[src/rtl/ddeo_pkg.sv]
// ----------------------------------------------------------------------------
// ddeo_pkg
// Shared widths, codes and reset values for the two-wheel encoder odometry.
// ----------------------------------------------------------------------------
package ddeo_pkg;

  // Field widths
  localparam int REQ_W   = 2;
  localparam int TIME_W  = 32;
  localparam int COUNT_W = 32;
  localparam int DIST_W  = 48;
  localparam int SPEED_W = 32;

  // Configuration register widths
  localparam int NUM_W    = 40;
  localparam int MMPC_W   = 24;
  localparam int WEIGHT_W = 17;
  localparam int IWB_W    = 16;

  // Configuration channel
  localparam int CFG_IDX_W  = 8;
  localparam int CFG_DATA_W = NUM_W;

  // Serial arithmetic
  localparam int RAW_W     = 31;            // raw speed magnitude
  localparam int DIV_STEPS = NUM_W;         // one quotient bit per cycle
  localparam int MUL_W     = 58;            // accumulator width
  localparam int MUL_STEPS = MMPC_W;        // one multiplier bit per cycle
  localparam int DIV_CNT_W = $clog2(DIV_STEPS);
  localparam int MUL_CNT_W = $clog2(MUL_STEPS);

  localparam logic [WEIGHT_W-1:0] WEIGHT_ONE = 17'h1_0000;
  localparam logic [RAW_W-1:0]    RAW_MAX    = 31'h7FFF_FFFF;
  localparam logic [DIST_W-1:0]   DIST_MAX   = 48'hFFFF_FFFF_FFFF;
  localparam logic [MUL_W-1:0]    ROUND_HALF = 58'd32768;

  // Reset values of the configuration registers
  localparam logic [NUM_W-1:0]    RST_SPEED_NUM = 40'd65536000000;
  localparam logic [MMPC_W-1:0]   RST_MM_PER_CNT = 24'd65536;
  localparam logic [WEIGHT_W-1:0] RST_WEIGHT    = 17'd9830;
  localparam logic [IWB_W-1:0]    RST_INV_BASE  = 16'd655;

  typedef enum logic [REQ_W-1:0] {
    REQ_TICK_A = 2'd0,
    REQ_TICK_B = 2'd1,
    REQ_UPDATE = 2'd2,
    REQ_CLEAR  = 2'd3
  } req_t;

  typedef enum logic [CFG_IDX_W-1:0] {
    REG_SPEED_NUM  = 8'd0,
    REG_MM_PER_CNT = 8'd1,
    REG_WEIGHT     = 8'd2,
    REG_INV_BASE   = 8'd3
  } cfg_reg_t;

endpackage

[src/rtl/ddeo_if.sv]
// ----------------------------------------------------------------------------
// ddeo_if
// Channel interfaces: request, result and configuration write.
// ----------------------------------------------------------------------------
interface ddeo_req_if;
  logic                         valid;
  logic                         ready;
  logic [ddeo_pkg::REQ_W-1:0]  req_type;
  logic [ddeo_pkg::TIME_W-1:0] time_stamp;
  logic                         dir_a;
  logic                         dir_b;

  modport source (output valid, req_type, time_stamp, dir_a, dir_b, input ready);
  modport sink   (input valid, req_type, time_stamp, dir_a, dir_b, output ready);
endinterface

interface ddeo_res_if;
  logic                                 valid;
  logic                                 ready;
  logic [ddeo_pkg::COUNT_W-1:0]        count_a;
  logic [ddeo_pkg::COUNT_W-1:0]        count_b;
  logic [ddeo_pkg::DIST_W-1:0]         distance;
  logic signed [ddeo_pkg::SPEED_W-1:0] speed_a;
  logic signed [ddeo_pkg::SPEED_W-1:0] speed_b;
  logic signed [ddeo_pkg::SPEED_W-1:0] angular_rate;

  modport source (output valid, count_a, count_b, distance, speed_a, speed_b,
                  angular_rate, input ready);
  modport sink   (input valid, count_a, count_b, distance, speed_a, speed_b,
                  angular_rate, output ready);
endinterface

interface ddeo_cfg_if;
  logic                             valid;
  logic                             ready;
  logic [ddeo_pkg::CFG_IDX_W-1:0]  index;
  logic [ddeo_pkg::CFG_DATA_W-1:0] data;

  modport source (output valid, index, data, input ready);
  modport sink   (input valid, index, data, output ready);
endinterface

[src/rtl/diff_drive_encoder_odometry_top.sv]
// Sequence: a tick runs the restoring divider; a zero-interval tick and a clear skip it;
//   an update makes six passes of 1 load + 24 steps through one bit-serial multiplier.
// Throughput: one transaction at a time; the next request is taken the cycle after the
//   result moves into the output register, which may still be waiting on the sink.
// Reset: synchronous rst clears counts, timestamps, speeds, rate and distance, and loads the
//   configuration defaults; no clearing pass.
// ----------------------------------------------------------------------------
// diff_drive_encoder_odometry_top
// Two-wheel encoder odometry: period-based wheel speed from a serial divider,
// exponential speed filter, angular rate and distance from a serial multiplier.
// ----------------------------------------------------------------------------
module diff_drive_encoder_odometry_top (
  input  logic        clk,
  input  logic        rst,
  ddeo_cfg_if.sink    cfg,
  ddeo_req_if.sink    req,
  ddeo_res_if.source  res
);

  // Main sequencer
  typedef enum logic [4:0] {
    S_IDLE  = 5'b00001,
    S_DIV   = 5'b00010,
    S_MLOAD = 5'b00100,
    S_MUL   = 5'b01000,
    S_FIN   = 5'b10000
  } state_t;

  // Passes of the shared multiplier during an update
  typedef enum logic [2:0] {
    P_EMA_A_NEW = 3'd0,   // 0.5 + w * signed raw A
    P_EMA_A_OLD = 3'd1,   //   + (1 - w) * filtered A
    P_EMA_B_NEW = 3'd2,
    P_EMA_B_OLD = 3'd3,
    P_TURN      = 3'd4,   // 0.5 + (B - A) * inverse wheel base
    P_DIST      = 3'd5    // (count A + count B) * mm per count
  } phase_t;

  state_t state;
  phase_t phase;

  // Configuration registers
  logic [ddeo_pkg::NUM_W-1:0]    speed_num;
  logic [ddeo_pkg::MMPC_W-1:0]   mm_per_cnt;
  logic [ddeo_pkg::WEIGHT_W-1:0] weight;
  logic [ddeo_pkg::IWB_W-1:0]    inv_base;

  // Odometry state
  logic [ddeo_pkg::COUNT_W-1:0]        ticks_a, ticks_b;
  logic [ddeo_pkg::TIME_W-1:0]         last_a, last_b;
  logic [ddeo_pkg::RAW_W-1:0]          raw_a, raw_b;
  logic signed [ddeo_pkg::SPEED_W-1:0] filt_a, filt_b, turn_rate;
  logic [ddeo_pkg::DIST_W-1:0]         travelled;

  // Latched request attributes
  logic tick_b;
  logic fwd_a, fwd_b;

  // Serial divider: numerator shifts out at the top, quotient shifts in below
  logic [ddeo_pkg::NUM_W-1:0]     div_num;
  logic [ddeo_pkg::TIME_W-1:0]    div_rem;
  logic [ddeo_pkg::TIME_W-1:0]    div_den;
  logic [ddeo_pkg::DIV_CNT_W-1:0] div_cnt;

  // Serial multiplier: LSB-first over the multiplier, shifted multiplicand
  logic [ddeo_pkg::MUL_W-1:0]     mul_acc;
  logic [ddeo_pkg::MUL_W-1:0]     mul_mcand;
  logic [ddeo_pkg::MUL_STEPS-1:0] mul_mplier;
  logic [ddeo_pkg::MUL_CNT_W-1:0] mul_cnt;

  // Output register
  logic                                res_valid;
  logic [ddeo_pkg::COUNT_W-1:0]        out_count_a, out_count_b;
  logic [ddeo_pkg::DIST_W-1:0]         out_distance;
  logic signed [ddeo_pkg::SPEED_W-1:0] out_speed_a, out_speed_b, out_rate;

  logic req_fire, cfg_fire, out_free;

  // Combinational step logic
  logic [ddeo_pkg::TIME_W-1:0]   tick_dt;
  logic [ddeo_pkg::TIME_W:0]     div_shift;
  logic [ddeo_pkg::TIME_W+1:0]   div_diff;
  logic                          div_take;
  logic [ddeo_pkg::NUM_W-1:0]    div_q_next;
  logic [ddeo_pkg::TIME_W-1:0]   div_rem_next;
  logic [ddeo_pkg::RAW_W-1:0]    div_raw;
  logic [ddeo_pkg::MUL_W-1:0]    mul_acc_next;
  logic [ddeo_pkg::WEIGHT_W-1:0] w_sat, w_rest;
  logic [32:0]                   s_a, s_b, filt_diff, tick_sum;
  logic [33:0]                   rate_wide;
  logic signed [ddeo_pkg::SPEED_W-1:0] rate_sat;
  logic [ddeo_pkg::DIST_W-1:0]   dist_sat;

  assign req_fire  = req.valid && req.ready;
  assign cfg_fire  = cfg.valid && cfg.ready;
  assign out_free  = !res_valid || res.ready;
  assign req.ready = (state == S_IDLE);
  assign cfg.ready = 1'b1;

  assign res.valid        = res_valid;
  assign res.count_a      = out_count_a;
  assign res.count_b      = out_count_b;
  assign res.distance     = out_distance;
  assign res.speed_a      = out_speed_a;
  assign res.speed_b      = out_speed_b;
  assign res.angular_rate = out_rate;

  // Interval since this wheel's previous tick, modulo the timer width
  assign tick_dt = req.time_stamp -
                   ((req.req_type == ddeo_pkg::REQ_TICK_B) ? last_b : last_a);

  // Restoring division step
  always_comb begin
    div_shift    = {div_rem, div_num[ddeo_pkg::NUM_W-1]};
    div_diff     = {1'b0, div_shift} - {2'b00, div_den};
    div_take     = !div_diff[ddeo_pkg::TIME_W+1];
    div_q_next   = {div_num[ddeo_pkg::NUM_W-2:0], div_take};
    div_rem_next = div_take ? div_diff[ddeo_pkg::TIME_W-1:0]
                            : div_shift[ddeo_pkg::TIME_W-1:0];
    // saturate quotients that do not fit 31 bits
    div_raw = (|div_q_next[ddeo_pkg::NUM_W-1:ddeo_pkg::RAW_W]) ? ddeo_pkg::RAW_MAX
                                                               : div_q_next[ddeo_pkg::RAW_W-1:0];
  end

  // Multiply step and operand preparation
  always_comb begin
    mul_acc_next = mul_mplier[0] ? (mul_acc + mul_mcand) : mul_acc;
    w_sat  = weight[ddeo_pkg::WEIGHT_W-1] ? ddeo_pkg::WEIGHT_ONE : weight;
    w_rest = ddeo_pkg::WEIGHT_ONE - w_sat;
    s_a = fwd_a ? {2'b00, raw_a} : (33'd0 - {2'b00, raw_a});
    s_b = fwd_b ? {2'b00, raw_b} : (33'd0 - {2'b00, raw_b});
    filt_diff = {filt_b[31], filt_b} - {filt_a[31], filt_a};
    tick_sum  = {1'b0, ticks_a} + {1'b0, ticks_b};
    // floor of the rounded rate, then clamp to 32-bit signed
    rate_wide = mul_acc_next[49:16];
    if (rate_wide[33:31] == 3'b000 || rate_wide[33:31] == 3'b111) begin
      rate_sat = rate_wide[31:0];
    end else if (rate_wide[33]) begin
      rate_sat = 32'sh8000_0000;
    end else begin
      rate_sat = 32'sh7FFF_FFFF;
    end
    // halve the product, clamp to 48 bits
    dist_sat = (|mul_acc_next[56:49]) ? ddeo_pkg::DIST_MAX : mul_acc_next[48:1];
  end

  // Configuration writes; unknown indexes are dropped
  always_ff @(posedge clk) begin
    if (rst) begin
      speed_num  <= ddeo_pkg::RST_SPEED_NUM;
      mm_per_cnt <= ddeo_pkg::RST_MM_PER_CNT;
      weight     <= ddeo_pkg::RST_WEIGHT;
      inv_base   <= ddeo_pkg::RST_INV_BASE;
    end else if (cfg_fire) begin
      unique case (cfg.index)
        ddeo_pkg::REG_SPEED_NUM:  speed_num  <= cfg.data;
        ddeo_pkg::REG_MM_PER_CNT: mm_per_cnt <= cfg.data[ddeo_pkg::MMPC_W-1:0];
        ddeo_pkg::REG_WEIGHT:     weight     <= cfg.data[ddeo_pkg::WEIGHT_W-1:0];
        ddeo_pkg::REG_INV_BASE:   inv_base   <= cfg.data[ddeo_pkg::IWB_W-1:0];
        default: ;
      endcase
    end
  end

  // Sequencer and odometry state
  always_ff @(posedge clk) begin
    if (rst) begin
      state     <= S_IDLE;
      phase     <= P_EMA_A_NEW;
      ticks_a   <= '0;
      ticks_b   <= '0;
      last_a    <= '0;
      last_b    <= '0;
      raw_a     <= '0;
      raw_b     <= '0;
      filt_a    <= '0;
      filt_b    <= '0;
      turn_rate <= '0;
      travelled <= '0;
    end else begin
      unique case (state)
        S_IDLE: begin
          if (req_fire) begin
            fwd_a  <= req.dir_a;
            fwd_b  <= req.dir_b;
            tick_b <= (req.req_type == ddeo_pkg::REQ_TICK_B);
            case (req.req_type)
              ddeo_pkg::REQ_TICK_A, ddeo_pkg::REQ_TICK_B: begin
                if (req.req_type == ddeo_pkg::REQ_TICK_B) begin
                  ticks_b <= ticks_b + 1'b1;
                  last_b  <= req.time_stamp;
                end else begin
                  ticks_a <= ticks_a + 1'b1;
                  last_a  <= req.time_stamp;
                end
                if (tick_dt == '0) begin
                  // zero interval: speed saturates
                  if (req.req_type == ddeo_pkg::REQ_TICK_B) begin
                    raw_b <= ddeo_pkg::RAW_MAX;
                  end else begin
                    raw_a <= ddeo_pkg::RAW_MAX;
                  end
                  state <= S_FIN;
                end else begin
                  div_num <= speed_num;
                  div_rem <= '0;
                  div_den <= tick_dt;
                  div_cnt <= '0;
                  state   <= S_DIV;
                end
              end
              ddeo_pkg::REQ_UPDATE: begin
                phase <= P_EMA_A_NEW;
                state <= S_MLOAD;
              end
              default: begin
                // clear counts and distance; speeds are kept
                ticks_a   <= '0;
                ticks_b   <= '0;
                travelled <= '0;
                state     <= S_FIN;
              end
            endcase
          end
        end

        S_DIV: begin
          div_num <= div_q_next;
          div_rem <= div_rem_next;
          div_cnt <= div_cnt + 1'b1;
          if (div_cnt == ddeo_pkg::DIV_CNT_W'(ddeo_pkg::DIV_STEPS - 1)) begin
            if (tick_b) begin
              raw_b <= div_raw;
            end else begin
              raw_a <= div_raw;
            end
            state <= S_FIN;
          end
        end

        S_MLOAD: begin
          mul_cnt <= '0;
          case (phase)
            P_EMA_A_NEW: begin
              mul_acc    <= ddeo_pkg::ROUND_HALF;
              mul_mcand  <= {{25{s_a[32]}}, s_a};
              mul_mplier <= {7'd0, w_sat};
            end
            P_EMA_A_OLD: begin
              mul_mcand  <= {{26{filt_a[31]}}, filt_a};
              mul_mplier <= {7'd0, w_rest};
            end
            P_EMA_B_NEW: begin
              mul_acc    <= ddeo_pkg::ROUND_HALF;
              mul_mcand  <= {{25{s_b[32]}}, s_b};
              mul_mplier <= {7'd0, w_sat};
            end
            P_EMA_B_OLD: begin
              mul_mcand  <= {{26{filt_b[31]}}, filt_b};
              mul_mplier <= {7'd0, w_rest};
            end
            P_TURN: begin
              mul_acc    <= ddeo_pkg::ROUND_HALF;
              mul_mcand  <= {{25{filt_diff[32]}}, filt_diff};
              mul_mplier <= {8'd0, inv_base};
            end
            default: begin
              mul_acc    <= '0;
              mul_mcand  <= {25'd0, tick_sum};
              mul_mplier <= mm_per_cnt;
            end
          endcase
          state <= S_MUL;
        end

        S_MUL: begin
          mul_acc    <= mul_acc_next;
          mul_mcand  <= {mul_mcand[ddeo_pkg::MUL_W-2:0], 1'b0};
          mul_mplier <= {1'b0, mul_mplier[ddeo_pkg::MUL_STEPS-1:1]};
          mul_cnt    <= mul_cnt + 1'b1;
          if (mul_cnt == ddeo_pkg::MUL_CNT_W'(ddeo_pkg::MUL_STEPS - 1)) begin
            // distance is the last pass
            state <= (phase == P_DIST) ? S_FIN : S_MLOAD;
            case (phase)
              P_EMA_A_NEW: phase <= P_EMA_A_OLD;
              P_EMA_A_OLD: begin
                filt_a <= mul_acc_next[47:16];
                phase  <= P_EMA_B_NEW;
              end
              P_EMA_B_NEW: phase <= P_EMA_B_OLD;
              P_EMA_B_OLD: begin
                filt_b <= mul_acc_next[47:16];
                phase  <= P_TURN;
              end
              P_TURN: begin
                turn_rate <= rate_sat;
                phase     <= P_DIST;
              end
              default: begin
                travelled <= dist_sat;
              end
            endcase
          end
        end

        S_FIN: begin
          // hand the post-request state to the output register
          if (out_free) begin
            state <= S_IDLE;
          end
        end

        default: state <= S_IDLE;
      endcase
    end
  end

  // Output valid: set as a finished transaction loads, cleared when the sink takes it
  always_ff @(posedge clk) begin
    if (rst) begin
      res_valid <= 1'b0;
    end else if (state == S_FIN && out_free) begin
      res_valid <= 1'b1;
    end else if (res.ready) begin
      res_valid <= 1'b0;
    end
  end

  // Output payload
  always_ff @(posedge clk) begin
    if (state == S_FIN && out_free) begin
      out_count_a  <= ticks_a;
      out_count_b  <= ticks_b;
      out_distance <= travelled;
      out_speed_a  <= filt_a;
      out_speed_b  <= filt_b;
      out_rate     <= turn_rate;
    end
  end

endmodule

[src/flat_wrapper.sv]
// flat-port wrapper written by rule: the top's interface ports become plain ports
module diff_drive_encoder_odometry_top_flat 
  (clk, rst, cfg_valid, cfg_index, cfg_data, cfg_ready, req_valid, req_req_type, req_time_stamp, req_dir_a, req_dir_b, req_ready, res_valid, res_count_a, res_count_b, res_distance, res_speed_a, res_speed_b, res_angular_rate, res_ready);
  ddeo_cfg_if cfg_i ();
  ddeo_req_if req_i ();
  ddeo_res_if res_i ();
  input  logic clk;
  input  logic rst;
  input wire logic [$bits(cfg_i.valid)-1:0] cfg_valid;
  input wire logic [$bits(cfg_i.index)-1:0] cfg_index;
  input wire logic [$bits(cfg_i.data)-1:0] cfg_data;
  output wire logic [$bits(cfg_i.ready)-1:0] cfg_ready;
  input wire logic [$bits(req_i.valid)-1:0] req_valid;
  input wire logic [$bits(req_i.req_type)-1:0] req_req_type;
  input wire logic [$bits(req_i.time_stamp)-1:0] req_time_stamp;
  input wire logic [$bits(req_i.dir_a)-1:0] req_dir_a;
  input wire logic [$bits(req_i.dir_b)-1:0] req_dir_b;
  output wire logic [$bits(req_i.ready)-1:0] req_ready;
  output wire logic [$bits(res_i.valid)-1:0] res_valid;
  output wire logic [$bits(res_i.count_a)-1:0] res_count_a;
  output wire logic [$bits(res_i.count_b)-1:0] res_count_b;
  output wire logic [$bits(res_i.distance)-1:0] res_distance;
  output wire logic [$bits(res_i.speed_a)-1:0] res_speed_a;
  output wire logic [$bits(res_i.speed_b)-1:0] res_speed_b;
  output wire logic [$bits(res_i.angular_rate)-1:0] res_angular_rate;
  input wire logic [$bits(res_i.ready)-1:0] res_ready;
  assign cfg_i.valid = cfg_valid;
  assign cfg_i.index = cfg_index;
  assign cfg_i.data = cfg_data;
  assign cfg_ready = cfg_i.ready;
  assign req_i.valid = req_valid;
  assign req_i.req_type = req_req_type;
  assign req_i.time_stamp = req_time_stamp;
  assign req_i.dir_a = req_dir_a;
  assign req_i.dir_b = req_dir_b;
  assign req_ready = req_i.ready;
  assign res_valid = res_i.valid;
  assign res_count_a = res_i.count_a;
  assign res_count_b = res_i.count_b;
  assign res_distance = res_i.distance;
  assign res_speed_a = res_i.speed_a;
  assign res_speed_b = res_i.speed_b;
  assign res_angular_rate = res_i.angular_rate;
  assign res_i.ready = res_ready;
  diff_drive_encoder_odometry_top u_core (.clk(clk), .rst(rst), .cfg(cfg_i), .req(req_i), .res(res_i));
endmodule
[config.mk]
export PLATFORM = sky130hd
export DESIGN_NAME = diff_drive_encoder_odometry_top_flat
export DESIGN_NICKNAME = d
export VERILOG_FILES = /design/src/rtl/ddeo_pkg.sv /design/src/rtl/ddeo_if.sv /design/src/rtl/diff_drive_encoder_odometry_top.sv /design/src/flat_wrapper.sv
export SDC_FILE = /design/constraint.sdc
export NUM_CORES = 2
export LEC_CHECK = 0
export BUFFER_PORTS_ARGS = -buffer_cell sky130_fd_sc_hd__buf_4
export CAP_MARGIN = 20
export CORE_MARGIN = 2
export CORE_UTILIZATION = 35
export CTS_CLUSTER_SIZE = 30
export DETAILED_ROUTE_END_ITERATION = 7
export GPL_ROUTABILITY_DRIVEN = 0
export SYNTH_ARGS = -nofsm -noshare
export SYNTH_HDL_FRONTEND = slang
export SYNTH_SLANG_ARGS = --single-unit
[constraint.sdc]
create_clock -name clk -period 17.4 [get_ports clk]
set_input_delay 3.48 -clock clk [delete_from_list [all_inputs] [get_ports clk]]
set_output_delay 3.48 -clock clk [all_outputs]
set_load 0.01 [all_outputs]
==> flow_summary.json <==
{
  "clockRootBuffer": "clkbuf_16",
  "status": "complete, no violations",
  "synth-main-ff-cell": "edfxtp_1",
  "postCtsSetupRepairBufs": 0,
  "irDropWorstVdd_v": 0.0000778,
  "grt_max_degree": 164,
  "htreeDepth": 3,
  "synth_compound_area_share_pct": 16.7,
  "synthMuxAreaShare_pct": 4.05,
  "grt_pass1_wl_um": 215000,
  "insertion_delay_ns": 0.74,
  "dr.pass1.iters": 8,
  "grt_pass1_vias": 35800,
  "max_freq_ghz": 0.108,
  "path_clk_slew_ns": 0.06,
  "synth_xor_area_share_pct": 4.78,
  "combPwrFrac_pct": 8.0,
  "dieHeight_um": 371,
  "die-area_um2": 138000,
  "place_hpwl_um": 103000,
  "crit_family": "compound AO/OA/AOI/OAI gates",
  "vias": 37800,
  "synth-simple-area-share_pct": 17.3,
  "synth_cell_types": 100,
  "clock-skew-final_ns": 0.0465,
  "num-nets-final": 5495,
  "cts_buffers": 100,
  "vias_per_cell": 5.36,
  "period_minus_slack_ns": 9.28,
  "start_kind": "primary input",
  "layout_commonest_cell": "nand2_1",
  "overflow": 0,
  "pwr-share-seq_pct": 47.3,
  "wl_per_cell_um": 20.1,
  "p_sw_mw": 1.20,
  "cp_cell_sequence": "buf_4 -> inv_1 -> ha_2 -> buf_4 -> mux2_2 -> ha_1 -> inv_1 -> fa_1 -> a21o_1 -> a31oi_2 -> o21a_4 -> o311a_4 -> o31ai_2 -> a2111oi_0 -> nor3_2 -> a2111oi_2 -> and4_1 -> or2_1 -> nor3_2 -> buf_4 -> a21o_2 -> buf_4",
  "relSlewSlack_pct": 20.5,
  "antenna_left": 0,
  "finalMaxSlewViolations": 0,
  "seq_area_frac_synth_pct": 48.1,
  "track_usage_pct": 20.0,
  "cp_max_fo": 58,
  "fp.dieW_um": 371,
  "crit_top_cell": "buf_4",
  "synth_top_family_by_area": "simple AND/OR/NAND/NOR gates",
  "power.density_nw_per_um2": 88.9,
  "port_buffers": 298,
  "ys_seq_elements": 904,
  "num_io_pins": 300,
  "cp.required_ns": 17.73,
  "start_util_pct": 35.3,
  "grt_setup_unrepaired": "no",
  "yosys.area_share.adder_pct": 5.38,
  "tightest_slew_ns": 1.19,
  "min_path_type": "flop to flop",
  "clock-sinks": 904,
  "endpoint_kind": "flop",
  "holdBufCountCts": 0,
  "cap_violations": 0,
  "cp_slowest_stage_delay_ns": 0.70,
  "antenna_found_initial": 4,
  "fin_tns_setup_ns": 0,
  "syn2layout_area_growth_pct": 15.8,
  "synthCells": 5010,
  "clk_path_buf_depth": 3,
  "leakage_nw": 21.4,
  "synth_edf_count": 464,
  "cts_tree": "built",
  "drc": 0,
  "p_total_mw": 4.86,
  "intPower_mw": 3.66,
  "synthesis.area_um2": 47200,
  "clockPowerShare_pct": 44.6,
  "cts_resized": 0,
  "n_antenna_cell": 0,
  "switching_share_pct": 24.7,
  "syn_area_per_cell_um2": 9.43,
  "synth-warning-count": 0,
  "drive_above_1_share_pct": 12.3,
  "core-area_um2": 134000,
  "synth_nets": 5299,
  "final.period_utilization_pct": 53.3,
  "synth-async-reset-ratio_pct": 0,
  "slowest_stage": "buf_4",
  "final_cell_mix": "736 x nand2_1, 537 x nor2_1, 473 x a21oi_1, 464 x edfxtp_1, 439 x dfxtp_1",
  "crit_type": "primary input to flop",
  "hold_viol": 0,
  "setup_violations": 0,
  "row_count": 134,
  "wirelength_um": 142000,
  "crit_buf_inv": 6,
  "worst_ep_arrival_time_ns": 9.61,
  "drtIter0Drc": 3525
}
==> per-stage QoR <==
stage | hold WS (ns) | setup slack (ns) | area [um2] | utilization, % | instances
after floorplan | 0.408 | 3.86 | 47200 | - | 5010
after detailed placement | 0.415 | 7.39 | 51200 | 38.3 | 6869
final | 0.410 | 8.12 | 54700 | 40.9 | 7060
after global placement | 0.416 | 7.55 | 51200 | 38.3 | 6869
after global routing | 0.414 | 7.76 | 54700 | 40.9 | 7060
after CTS | 0.409 | 8.15 | 54600 | 40.8 | 7057
==> power groups by stage <==
stage               sequential, mW  combinational, mW  clock (mW)
CTS                           2.30              0.390        2.22
detailed placement            2.35              0.388           0
finish                        2.30              0.390        2.17
floorplan                     2.35              0.258           0
global placement              2.35              0.382           0
global route                  2.30              0.429        2.30
==> cell type report <==
cell class / count / area [um2]
Sequential cell: 904 / 22700
Fill cell: 13300 / 79100
Multi-Input combinational cell: 3676 / 22900
Clock inverter: 47 / 522
Clock buffer: 141 / 2910
Timing Repair Buffer: 360 / 2760
Tap cell: 1768 / 2210
Inverter: 164 / 616
==> state kept, by name (all words and copies together) (netlist names), 40 cells and up <==
| name | cells |
|---|---|
| u_core.div_num | 40 |
| u_core.speed_num | 40 |
| u_core.mul_mcand | 57 |
| u_core.travelled | 48 |
| u_core.res.distance | 48 |
| u_core.mul_acc | 57 |
==> path summary, 6_finish.rpt <==
path / startpoint / cells after the start / to / slack [ns]
worst max-delay path: req_req_type[1] / 22 / u_core.div_num[2] / 8.12
worst min-delay path: u_core.turn_rate[0] / 0 / u_core.res.angular_rate[0] / 0.41
worst max register to register: u_core.last_a[0] / 18 / u_core.div_num[2] / 11.71
worst min register to register: u_core.turn_rate[0] / 0 / u_core.res.angular_rate[0] / 0.41
==> synth_stat cells (30+ instances only) <==
library cell | n | area share (%)
a31oi_1 | 31 | 0.41
nor2b_1 | 59 | 0.78
o21a_1 | 38 | 0.60
and3_1 | 45 | 0.60
xnor2_1 | 138 | 2.6
xor2_1 | 120 | 2.2
nand4_1 | 45 | 0.60
nand2_1 | 737 | 5.9
nor2_1 | 540 | 4.3
a21oi_1 | 475 | 5.0
clkbuf_1 | 221 | 1.8
nor3_1 | 119 | 1.3
or3_1 | 35 | 0.46
a221o_1 | 41 | 0.87
mux2i_1 | 135 | 2.9
a31o_1 | 31 | 0.57
a211oi_1 | 85 | 1.4
edfxtp_1 | 464 | 29
o21ai_0 | 157 | 1.7
ha_1 | 195 | 5.2
dfxtp_1 | 440 | 19
o22ai_1 | 34 | 0.45
mux2_4 | 30 | 0.95
nand3_1 | 93 | 0.99
a21o_1 | 103 | 1.6
inv_1 | 160 | 1.3
==> worst register-to-register path: cells and delay by family (launching register included) <==
kind	cells	cell delay (ns)
simple gates	4	1.00
mux	1	0.27
fa+ha+maj	2	0.42
buf+inv	3	1.19
compound gates	8	2.05
flops	1	0.31
==> logic make-up after synthesis <==
logic type                 count (synthesis)
DFF                                      904
other                                      1
buffers and inverters                    430
adders and majority gates                200
xor gates and xnor gates                 258
AOI/OAI and AO/OA                       1212
and+or+nand+nor                         1830
muxes                                    175
==> metal layers <==
layer / vias to the layer above / GRT usage [%] / part of all wire [%] / wire length [um]
met2: 1101 / 32.8 / 47 / 66500
met5: - / 0 / 0.018 / 26
li1: 18400 / - / - / -
met3: 217 / 2.61 / 5.3 / 7530
met4: 4 / 7.16 / 3.3 / 4750
met1: 18100 / 27.0 / 45 / 63300
Note: power is estimated with default switching activity, not from simulation.
